$ cat config.mk
export PLATFORM = sky130hd
export DESIGN_NAME = skin_pixel_classifier
export DESIGN_NICKNAME = d
export VERILOG_FILES = /design/src/hdl/spc_pkg.sv /design/src/hdl/skin_pixel_classifier.sv
export SDC_FILE = /design/constraint.sdc
export NUM_CORES = 2
export LEC_CHECK = 0
export BUFFER_PORTS_ARGS = -buffer_cell sky130_fd_sc_hd__buf_4
export CAP_MARGIN = 0
export CELL_PAD_IN_SITES_DETAIL_PLACEMENT = 1
export CELL_PAD_IN_SITES_GLOBAL_PLACEMENT = 1
export CORE_ASPECT_RATIO = 1.25
export CORE_UTILIZATION = 35
export CTS_CLUSTER_DIAMETER = 120
export DETAILED_ROUTE_END_ITERATION = 16
export PLACE_DENSITY_LB_ADDON = 0.1
export SLEW_MARGIN = 20
export SYNTH_ARGS = -nofsm -noshare
export SYNTH_HDL_FRONTEND = slang
export SYNTH_SLANG_ARGS = --single-unit
$ cat constraint.sdc
create_clock -name i_clk -period 10.5 [get_ports i_clk]
set_input_delay 2.1 -clock i_clk [delete_from_list [all_inputs] [get_ports i_clk]]
set_output_delay 2.1 -clock i_clk [all_outputs]
set_load 0.1 [all_outputs]
$ cat src/hdl/spc_pkg.sv
// Shared types and constants for the skin pixel classifier.
`timescale 1ns / 1ps

package spc_pkg;

    localparam int PIX_W      = 8;    // one color component
    localparam int MILLI_W    = 18;   // Cb/Cr scaled by 1000
    localparam int HUE_W      = 12;   // hue bound, tenths of a degree
    localparam int DIFF_W     = PIX_W + 1;
    localparam int NUM_W      = 20;   // hue numerator and bound*d products
    localparam int ADDR_W     = 5;
    localparam int DATA_W     = 32;
    localparam int S_TDATA_W  = 24;
    localparam int M_TDATA_W  = 40;

    // Color conversion coefficients, scaled by 1000
    localparam int CB_R       = 148;
    localparam int CB_G       = 291;
    localparam int CB_B       = 439;
    localparam int CR_R       = 439;
    localparam int CR_G       = 368;
    localparam int CR_B       = 71;
    localparam int C_OFFSET   = 128000;
    localparam int MILLI      = 1000;

    // Hue numerator terms, tenths of a degree
    localparam int HUE_STEP   = 600;
    localparam int HUE_GREEN  = 1200;
    localparam int HUE_BLUE   = 2400;
    localparam int HUE_WRAP   = 3600;

    // Reset values of the windows
    localparam logic [PIX_W-1:0] CR_LOW_RST  = 8'd140;
    localparam logic [PIX_W-1:0] CR_HIGH_RST = 8'd165;
    localparam logic [PIX_W-1:0] CB_LOW_RST  = 8'd140;
    localparam logic [PIX_W-1:0] CB_HIGH_RST = 8'd195;
    localparam logic [HUE_W-1:0] HUE_LOW_RST  = 12'd36;
    localparam logic [HUE_W-1:0] HUE_HIGH_RST = 12'd360;

    typedef enum logic [2:0] {
        REG_CR_LOW   = 3'd0,
        REG_CR_HIGH  = 3'd1,
        REG_CB_LOW   = 3'd2,
        REG_CB_HIGH  = 3'd3,
        REG_HUE_LOW  = 3'd4,
        REG_HUE_HIGH = 3'd5
    } t_reg_idx;

    // Which component is the max (ties go red, then green)
    typedef enum logic [1:0] {
        SEC_RED   = 2'd0,
        SEC_GREEN = 2'd1,
        SEC_BLUE  = 2'd2
    } t_sector;

endpackage

$ cat src/hdl/skin_pixel_classifier.sv
// Skin pixel classifier: RGB to Cb/Cr plus hue window test, three-stage pipeline.
`timescale 1ns / 1ps

// One RGB pixel in, one result out. Takes one pixel per clock when not
// stalled by back-pressure, through three register stages (stage 1: Cb, Cr,
// max/min and sector; stage 2: hue numerator and bound*d products, Cb/Cr
// window checks; stage 3: hue window check, output register). A result
// passes the stage 1, 2 and 3 registers in order before it reaches the
// output. Each stage holds only while the stage after it is full and
// stalled, so back-pressure never drops or repeats a pixel. Cb/Cr come out
// exact, times 1000 (tdata). The skin flag
// (tuser) is set when Cr, Cb and the HSV hue all lie in their inclusive
// windows. Hue is compared by cross-multiplying the bounds with max-min; a
// grey pixel counts as hue 0. Window registers sit on the APB port at byte
// addresses 0x00 cr_low, 0x04 cr_high, 0x08 cb_low, 0x0C cb_high,
// 0x10 hue_low_tenths, 0x14 hue_high_tenths; change them only while idle.
module skin_pixel_classifier (
    input  logic                          i_clk,
    input  logic                          i_rst_n,
    // stream in
    input  logic                          s_axis_tvalid,
    output logic                          s_axis_tready,
    input  logic [spc_pkg::S_TDATA_W-1:0] s_axis_tdata,   // red[7:0], green[15:8], blue[23:16]
    // stream out
    output logic                          m_axis_tvalid,
    input  logic                          m_axis_tready,
    output logic [spc_pkg::M_TDATA_W-1:0] m_axis_tdata,   // cb_milli[17:0], cr_milli[35:18], zero
    output logic                          m_axis_tuser,   // is_skin[0]
    // configuration
    input  logic                          psel,
    input  logic                          penable,
    input  logic                          pwrite,
    input  logic [spc_pkg::ADDR_W-1:0]    paddr,
    input  logic [spc_pkg::DATA_W-1:0]    pwdata,
    output logic [spc_pkg::DATA_W-1:0]    prdata,
    output logic                          pready
);
    import spc_pkg::*;

    // ---------------- configuration registers ----------------
    logic [PIX_W-1:0] r_cr_low, r_cr_high, r_cb_low, r_cb_high;
    logic [HUE_W-1:0] r_hue_low, r_hue_high;
    t_reg_idx         w_idx;
    logic             w_wr;

    assign pready = 1'b1;
    assign w_idx  = t_reg_idx'(paddr[ADDR_W-1:2]);
    assign w_wr   = psel & penable & pwrite & pready;

    always_ff @(posedge i_clk) begin
        if (!i_rst_n) begin
            r_cr_low   <= CR_LOW_RST;
            r_cr_high  <= CR_HIGH_RST;
            r_cb_low   <= CB_LOW_RST;
            r_cb_high  <= CB_HIGH_RST;
            r_hue_low  <= HUE_LOW_RST;
            r_hue_high <= HUE_HIGH_RST;
        end else if (w_wr) begin
            case (w_idx)
                REG_CR_LOW:   r_cr_low   <= pwdata[PIX_W-1:0];
                REG_CR_HIGH:  r_cr_high  <= pwdata[PIX_W-1:0];
                REG_CB_LOW:   r_cb_low   <= pwdata[PIX_W-1:0];
                REG_CB_HIGH:  r_cb_high  <= pwdata[PIX_W-1:0];
                REG_HUE_LOW:  r_hue_low  <= pwdata[HUE_W-1:0];
                REG_HUE_HIGH: r_hue_high <= pwdata[HUE_W-1:0];
                default: ;   // unused addresses ignore writes
            endcase
        end
    end

    always_comb begin
        case (w_idx)
            REG_CR_LOW:   prdata = DATA_W'(r_cr_low);
            REG_CR_HIGH:  prdata = DATA_W'(r_cr_high);
            REG_CB_LOW:   prdata = DATA_W'(r_cb_low);
            REG_CB_HIGH:  prdata = DATA_W'(r_cb_high);
            REG_HUE_LOW:  prdata = DATA_W'(r_hue_low);
            REG_HUE_HIGH: prdata = DATA_W'(r_hue_high);
            default:      prdata = '0;
        endcase
    end

    // ---------------- pipeline flow control ----------------
    logic r_v1, r_v2, r_v3;
    logic w_rdy1, w_rdy2, w_rdy3;

    assign w_rdy3        = !r_v3 || m_axis_tready;
    assign w_rdy2        = !r_v2 || w_rdy3;
    assign w_rdy1        = !r_v1 || w_rdy2;
    assign s_axis_tready = w_rdy1;

    always_ff @(posedge i_clk) begin
        if (!i_rst_n) begin
            r_v1 <= 1'b0;
            r_v2 <= 1'b0;
            r_v3 <= 1'b0;
        end else begin
            if (w_rdy1) r_v1 <= s_axis_tvalid;
            if (w_rdy2) r_v2 <= r_v1;
            if (w_rdy3) r_v3 <= r_v2;
        end
    end

    // ---------------- stage 1: Cb, Cr, max/min, sector ----------------
    logic [PIX_W-1:0]   w_r, w_g, w_b;
    logic [MILLI_W-1:0] w_re, w_ge, w_be;
    logic [MILLI_W-1:0] n_cb1, n_cr1;
    logic [PIX_W-1:0]   w_mx, w_mn;
    t_sector            n_sec1;
    logic [DIFF_W-1:0]  n_diff1;

    assign w_r  = s_axis_tdata[PIX_W-1:0];
    assign w_g  = s_axis_tdata[2*PIX_W-1:PIX_W];
    assign w_b  = s_axis_tdata[3*PIX_W-1:2*PIX_W];
    assign w_re = MILLI_W'(w_r);
    assign w_ge = MILLI_W'(w_g);
    assign w_be = MILLI_W'(w_b);

    // True results stay inside 18 bits, so wrap-around arithmetic is exact.
    assign n_cb1 = MILLI_W'(C_OFFSET) + MILLI_W'(CB_B) * w_be
                 - MILLI_W'(CB_R) * w_re - MILLI_W'(CB_G) * w_ge;
    assign n_cr1 = MILLI_W'(C_OFFSET) + MILLI_W'(CR_R) * w_re
                 - MILLI_W'(CR_G) * w_ge - MILLI_W'(CR_B) * w_be;

    always_comb begin
        if (w_r >= w_g && w_r >= w_b) begin
            n_sec1  = SEC_RED;
            w_mx    = w_r;
            n_diff1 = {1'b0, w_g} - {1'b0, w_b};
        end else if (w_g >= w_b) begin
            n_sec1  = SEC_GREEN;
            w_mx    = w_g;
            n_diff1 = {1'b0, w_b} - {1'b0, w_r};
        end else begin
            n_sec1  = SEC_BLUE;
            w_mx    = w_b;
            n_diff1 = {1'b0, w_r} - {1'b0, w_g};
        end
        w_mn = w_r;
        if (w_g < w_mn) w_mn = w_g;
        if (w_b < w_mn) w_mn = w_b;
    end

    logic [MILLI_W-1:0] r_cb1, r_cr1;
    logic [PIX_W-1:0]   r_d1;
    logic [DIFF_W-1:0]  r_diff1;
    t_sector            r_sec1;

    always_ff @(posedge i_clk) begin
        if (w_rdy1) begin
            r_cb1   <= n_cb1;
            r_cr1   <= n_cr1;
            r_d1    <= w_mx - w_mn;
            r_diff1 <= n_diff1;
            r_sec1  <= n_sec1;
        end
    end

    // ---------------- stage 2: hue numerator, bound products ----------------
    logic [NUM_W-1:0] w_d_ext, w_diff_ext, w_base, n_num2;
    logic             n_box2;

    assign w_d_ext    = NUM_W'(r_d1);
    assign w_diff_ext = {{(NUM_W-DIFF_W){r_diff1[DIFF_W-1]}}, r_diff1};

    always_comb begin
        case (r_sec1)
            SEC_RED:   w_base = r_diff1[DIFF_W-1] ? NUM_W'(HUE_WRAP) * w_d_ext : '0;
            SEC_GREEN: w_base = NUM_W'(HUE_GREEN) * w_d_ext;
            SEC_BLUE:  w_base = NUM_W'(HUE_BLUE) * w_d_ext;
            default:   w_base = '0;
        endcase
    end

    // numerator is never negative, wrap-around sum is exact
    assign n_num2 = w_base + NUM_W'(HUE_STEP) * w_diff_ext;

    assign n_box2 = (r_cr1 >= MILLI_W'(MILLI) * MILLI_W'(r_cr_low))
                 && (r_cr1 <= MILLI_W'(MILLI) * MILLI_W'(r_cr_high))
                 && (r_cb1 >= MILLI_W'(MILLI) * MILLI_W'(r_cb_low))
                 && (r_cb1 <= MILLI_W'(MILLI) * MILLI_W'(r_cb_high));

    logic [MILLI_W-1:0] r_cb2, r_cr2;
    logic [NUM_W-1:0]   r_num2, r_lod2, r_hid2;
    logic [PIX_W-1:0]   r_d2;
    logic               r_box2;

    always_ff @(posedge i_clk) begin
        if (w_rdy2) begin
            r_cb2  <= r_cb1;
            r_cr2  <= r_cr1;
            r_num2 <= n_num2;
            r_lod2 <= NUM_W'(r_hue_low) * w_d_ext;
            r_hid2 <= NUM_W'(r_hue_high) * w_d_ext;
            r_d2   <= r_d1;
            r_box2 <= n_box2;
        end
    end

    // ---------------- stage 3: hue window, output register ----------------
    logic n_hue3;

    // grey pixel: hue is 0, window holds only with a zero low bound
    assign n_hue3 = (r_d2 == '0) ? (r_hue_low == '0)
                                 : (r_lod2 <= r_num2 && r_num2 <= r_hid2);

    logic [MILLI_W-1:0] r_cb3, r_cr3;
    logic               r_skin3;

    always_ff @(posedge i_clk) begin
        if (w_rdy3) begin
            r_cb3   <= r_cb2;
            r_cr3   <= r_cr2;
            r_skin3 <= r_box2 && n_hue3;
        end
    end

    assign m_axis_tvalid = r_v3;
    assign m_axis_tuser  = r_skin3;
    assign m_axis_tdata  = {{(M_TDATA_W-2*MILLI_W){1'b0}}, r_cr3, r_cb3};

    // ---------------- checks ----------------
    // skin result must satisfy the Cb/Cr windows
    a_skin_box: assert property (@(posedge i_clk) disable iff (!i_rst_n)
        (r_v3 && r_skin3) |->
            (r_cr3 >= MILLI_W'(MILLI) * MILLI_W'(r_cr_low)
             && r_cr3 <= MILLI_W'(MILLI) * MILLI_W'(r_cr_high)
             && r_cb3 >= MILLI_W'(MILLI) * MILLI_W'(r_cb_low)
             && r_cb3 <= MILLI_W'(MILLI) * MILLI_W'(r_cb_high)))
        else $error("skin flag set outside Cb/Cr window");

    // hue numerator stays at most a full turn
    a_num_range: assert property (@(posedge i_clk) disable iff (!i_rst_n)
        r_v2 |-> (r_num2 <= NUM_W'(HUE_WRAP) * NUM_W'(r_d2)))
        else $error("hue numerator out of range");

    // grey pixel with a nonzero low bound is never skin
    a_grey: assert property (@(posedge i_clk) disable iff (!i_rst_n)
        (r_v2 && w_rdy3 && r_d2 == '0 && r_hue_low != '0) |=> !r_skin3)
        else $error("grey pixel flagged as skin");

    // a stalled stage keeps its item
    a_hold: assert property (@(posedge i_clk) disable iff (!i_rst_n)
        (r_v2 && !w_rdy2) |=> (r_v2 && $stable(r_num2) && $stable(r_cb2)))
        else $error("stalled stage lost its item");

    // nothing valid at the first edge out of reset
    a_rst: assert property (@(posedge i_clk)
        $rose(i_rst_n) |-> (!r_v1 && !r_v2 && !r_v3))
        else $error("valid set after reset");

endmodule
==> metrics.md <==
| Metric | Value |
|---|---|
| Post-synthesis mux area share | 1.741% |
| Vias in the first global route | 28290 |
| Via density | 4.981 |
| Row Count | 131 |
| Final setup fails | 0 |
| CP endpoint kind | register |
| Complex-gate fraction of the synthesized area | 9.373% |
| Adder-cell share of the synthesized area | 45.94% |
| Hold Fails Final Rpt | 0 |
| Relative slew slack | 28.16% |
| Fraction of the mapped netlist area in simple logic gates | 10.13% |
| IO buf count | 96 |
| Asr flop ratio synth | 0% |
| Fmax | 0.1088 GHz |
| Die Area | 0.1054 mm^2 |
| Max_cap viols | 0 |
| Worst-Skew Late Latency | 0.58 ns |
| Antenna cell count | 0 |
| Final core occ | 38.83% |
| Reg clk slew, reported paths | 0.06 ns |
| Most frequent CP cell | fa_1 |
| Sequential fraction of the synthesis area | 19.23% |
| Max Used Layer | met4 |
| Synth-to-layout area growth | 9.374% |
| Largest net degree at the start of global routing | 78 |
| Main flop type after synthesis | edfxtp_1 |
| Initial antenna violation count | 1 |
| GRT Overall Usage | 20.31% |
| WL met1 | 44.01 mm |
| Outcome | completed |
| Vias | 25670 |
| Root Buffer | clkbuf_16 |
| Setup Fix Bufs, Post-CTS | 0 |
| H-Tree Level Count | 2 |
| Worst Hold Class | reg -> reg |
| IO Pins | 144 |
| R2r setup slk | 3.87 ns |
| CP Class | in -> reg |
| Die height | 362.7 um |
| Worst slew pin tran | 1.074 ns |
| RSZ-0062 raised after global routing | no |
| TritonCTS clock tree | built |
| DRT Pass-1 Iters | 4 |
| Pins Over Slew Limit | 0 |
| Post-DP HPWL | 86.38 mm |
| Setup TNS | 0 ns |
| Global route overflow | 0 |
| CP max stage delay | 0.49 ns |
| CP arrival | 9.50 ns |
| Clock Skews | 0.03580 ns |
| Met2 WL | 55.24 mm |
| Most common cell after layout, fill and taps aside | inv_1 |
| ANT nets after route | 0 |
| Nets | 4953 |
| Largest family of logic cells by synthesized area | adder cells |
| Drt drc | 0 |
| Crit-path max FO | 8 |
| Die width | 290.6 um |
| Final period utilization | 87.54% |
| CTS sink cnt | 253 |
| #FFs+latches synth | 253 |
| Core Region | 0.1026 mm^2 |
| Synthesized area per cell | 9.813 um^2 |
| Commonest cells after routing, fill and taps aside | 758 x inv_1, 667 x ha_1, 419 x fa_1 |
| Number of flops mapped to enable cells by yosys | 194 |
| Post-Route WL | 104.0 mm |
| Hold_buf cts | 0 |
| WL/cell | 20.18 um |
| Clk buf depth | 3 |
| Post-CTS sizing | 0 |
| Layout cell share with drive strength beyond 1 | 5.544% |
| Post-synthesis instance area | 0.03643 mm^2 |
| First-pass GRT wire length | 163.6 mm |
| Min cycle time layout | 9.192 ns |
| GPL Wtd Cong | 0.8162 |
| Initial core utilization | 35.50% |
| WP data required | 10.81 ns |
| Xor and xnor area share after synthesis | 4.472% |
| Distinct cell type count after synthesis | 80 |
| CP max stage cell | fa_1 |
| Met3 wire len | 1.901 mm |
| CTS Buf Count | 34 |
| Yosys warnings | 0 |
| Initial drt markers | 890 |
| Cell count after synthesis | 3712 |
| Crit start category | primary input |
worst max-delay path: cells and delay by family:
family	cells	cell delay, ns
AO/OA/AOI/OAI	4	0.74
XOR/XNOR	1	0.15
adder cells (fa/ha/maj)	10	4.21
buffers and inverters	6	0.68
AND/OR/NAND/NOR	6	1.60
per-layer routing:
metal	track usage, %	up-vias
met1	24.19	13010
li1	-	12330
met5	0	-
met4	5.550	0
met3	1.775	108
met2	38.60	226
state kept, by name (all words and copies together) (netlist names), 9 cells and up:
register	cells
r_hue_low	12
r_cr3	18
r_cr2	18
r_lod2	20
r_cb3	18
r_cr1	18
r_hue_high	12
r_cb1	18
r_diff1	9
r_hid2	20
r_cb2	18
r_num2	17
cell usage after synthesis (66+ instances only):
master / count / share of area (%)
inv_1: 759 / 7.8
ha_1: 667 / 23
fa_1: 419 / 23
nand2_1: 233 / 2.4
edfxtp_1: 194 / 16
a21oi_1: 152 / 2.1
xnor2_1: 139 / 3.3
nor2_1: 121 / 1.2
and2_1: 104 / 1.8
o21ai_0: 85 / 1.2
nor2b_1: 67 / 1.2
a21o_1: 66 / 1.4
cell families after synthesis:
logic type,count (synthesis)
AO/OA/AOI/OAI,529
XOR/XNOR,186
adder cells (fa/ha/maj),1086
buffers and inverters,855
flip-flops,253
multiplexers,60
other,2
AND/OR/NAND/NOR,741
final timing paths:
path,from,endpoint,cells after the start
worst max-delay path,s_axis_tdata[9],r_cr1[17],27
worst min-delay path,r_cb2[16],r_cb3[16],0
worst max register to register,r_cb_low[2],r_box2,22
worst min register to register,r_cb2[16],r_cb3[16],0
metrics by stage:
stage	hold slack [ns]	instance area [um^2]	instances	setup WS, ns
3_3_place_gp	0.4003	38670	5093	0.7042
6_report	0.4142	39840	5154	1.308
2_1_floorplan	0.4003	36510	3735	1.568
3_5_place_dp	0.4052	38670	5093	0.6703
4_1_cts	0.4121	39840	5154	1.266
5_1_grt	0.4195	39840	5154	0.8993
cell type report:
cell class | count | area (um^2)
multi-input combinational | 2627 | 26220
clock inverter | 20 | 231.5
tap | 1330 | 1664
clock buffer | 41 | 939.7
fill | 11670 | 62760
timing repair buffer | 124 | 930.9
sequential | 253 | 7007
inverter | 759 | 2849
Power is left out: the tool's default activity adds up to more than one toggle a clock period on the data nets, which glitch-free logic cannot reach.
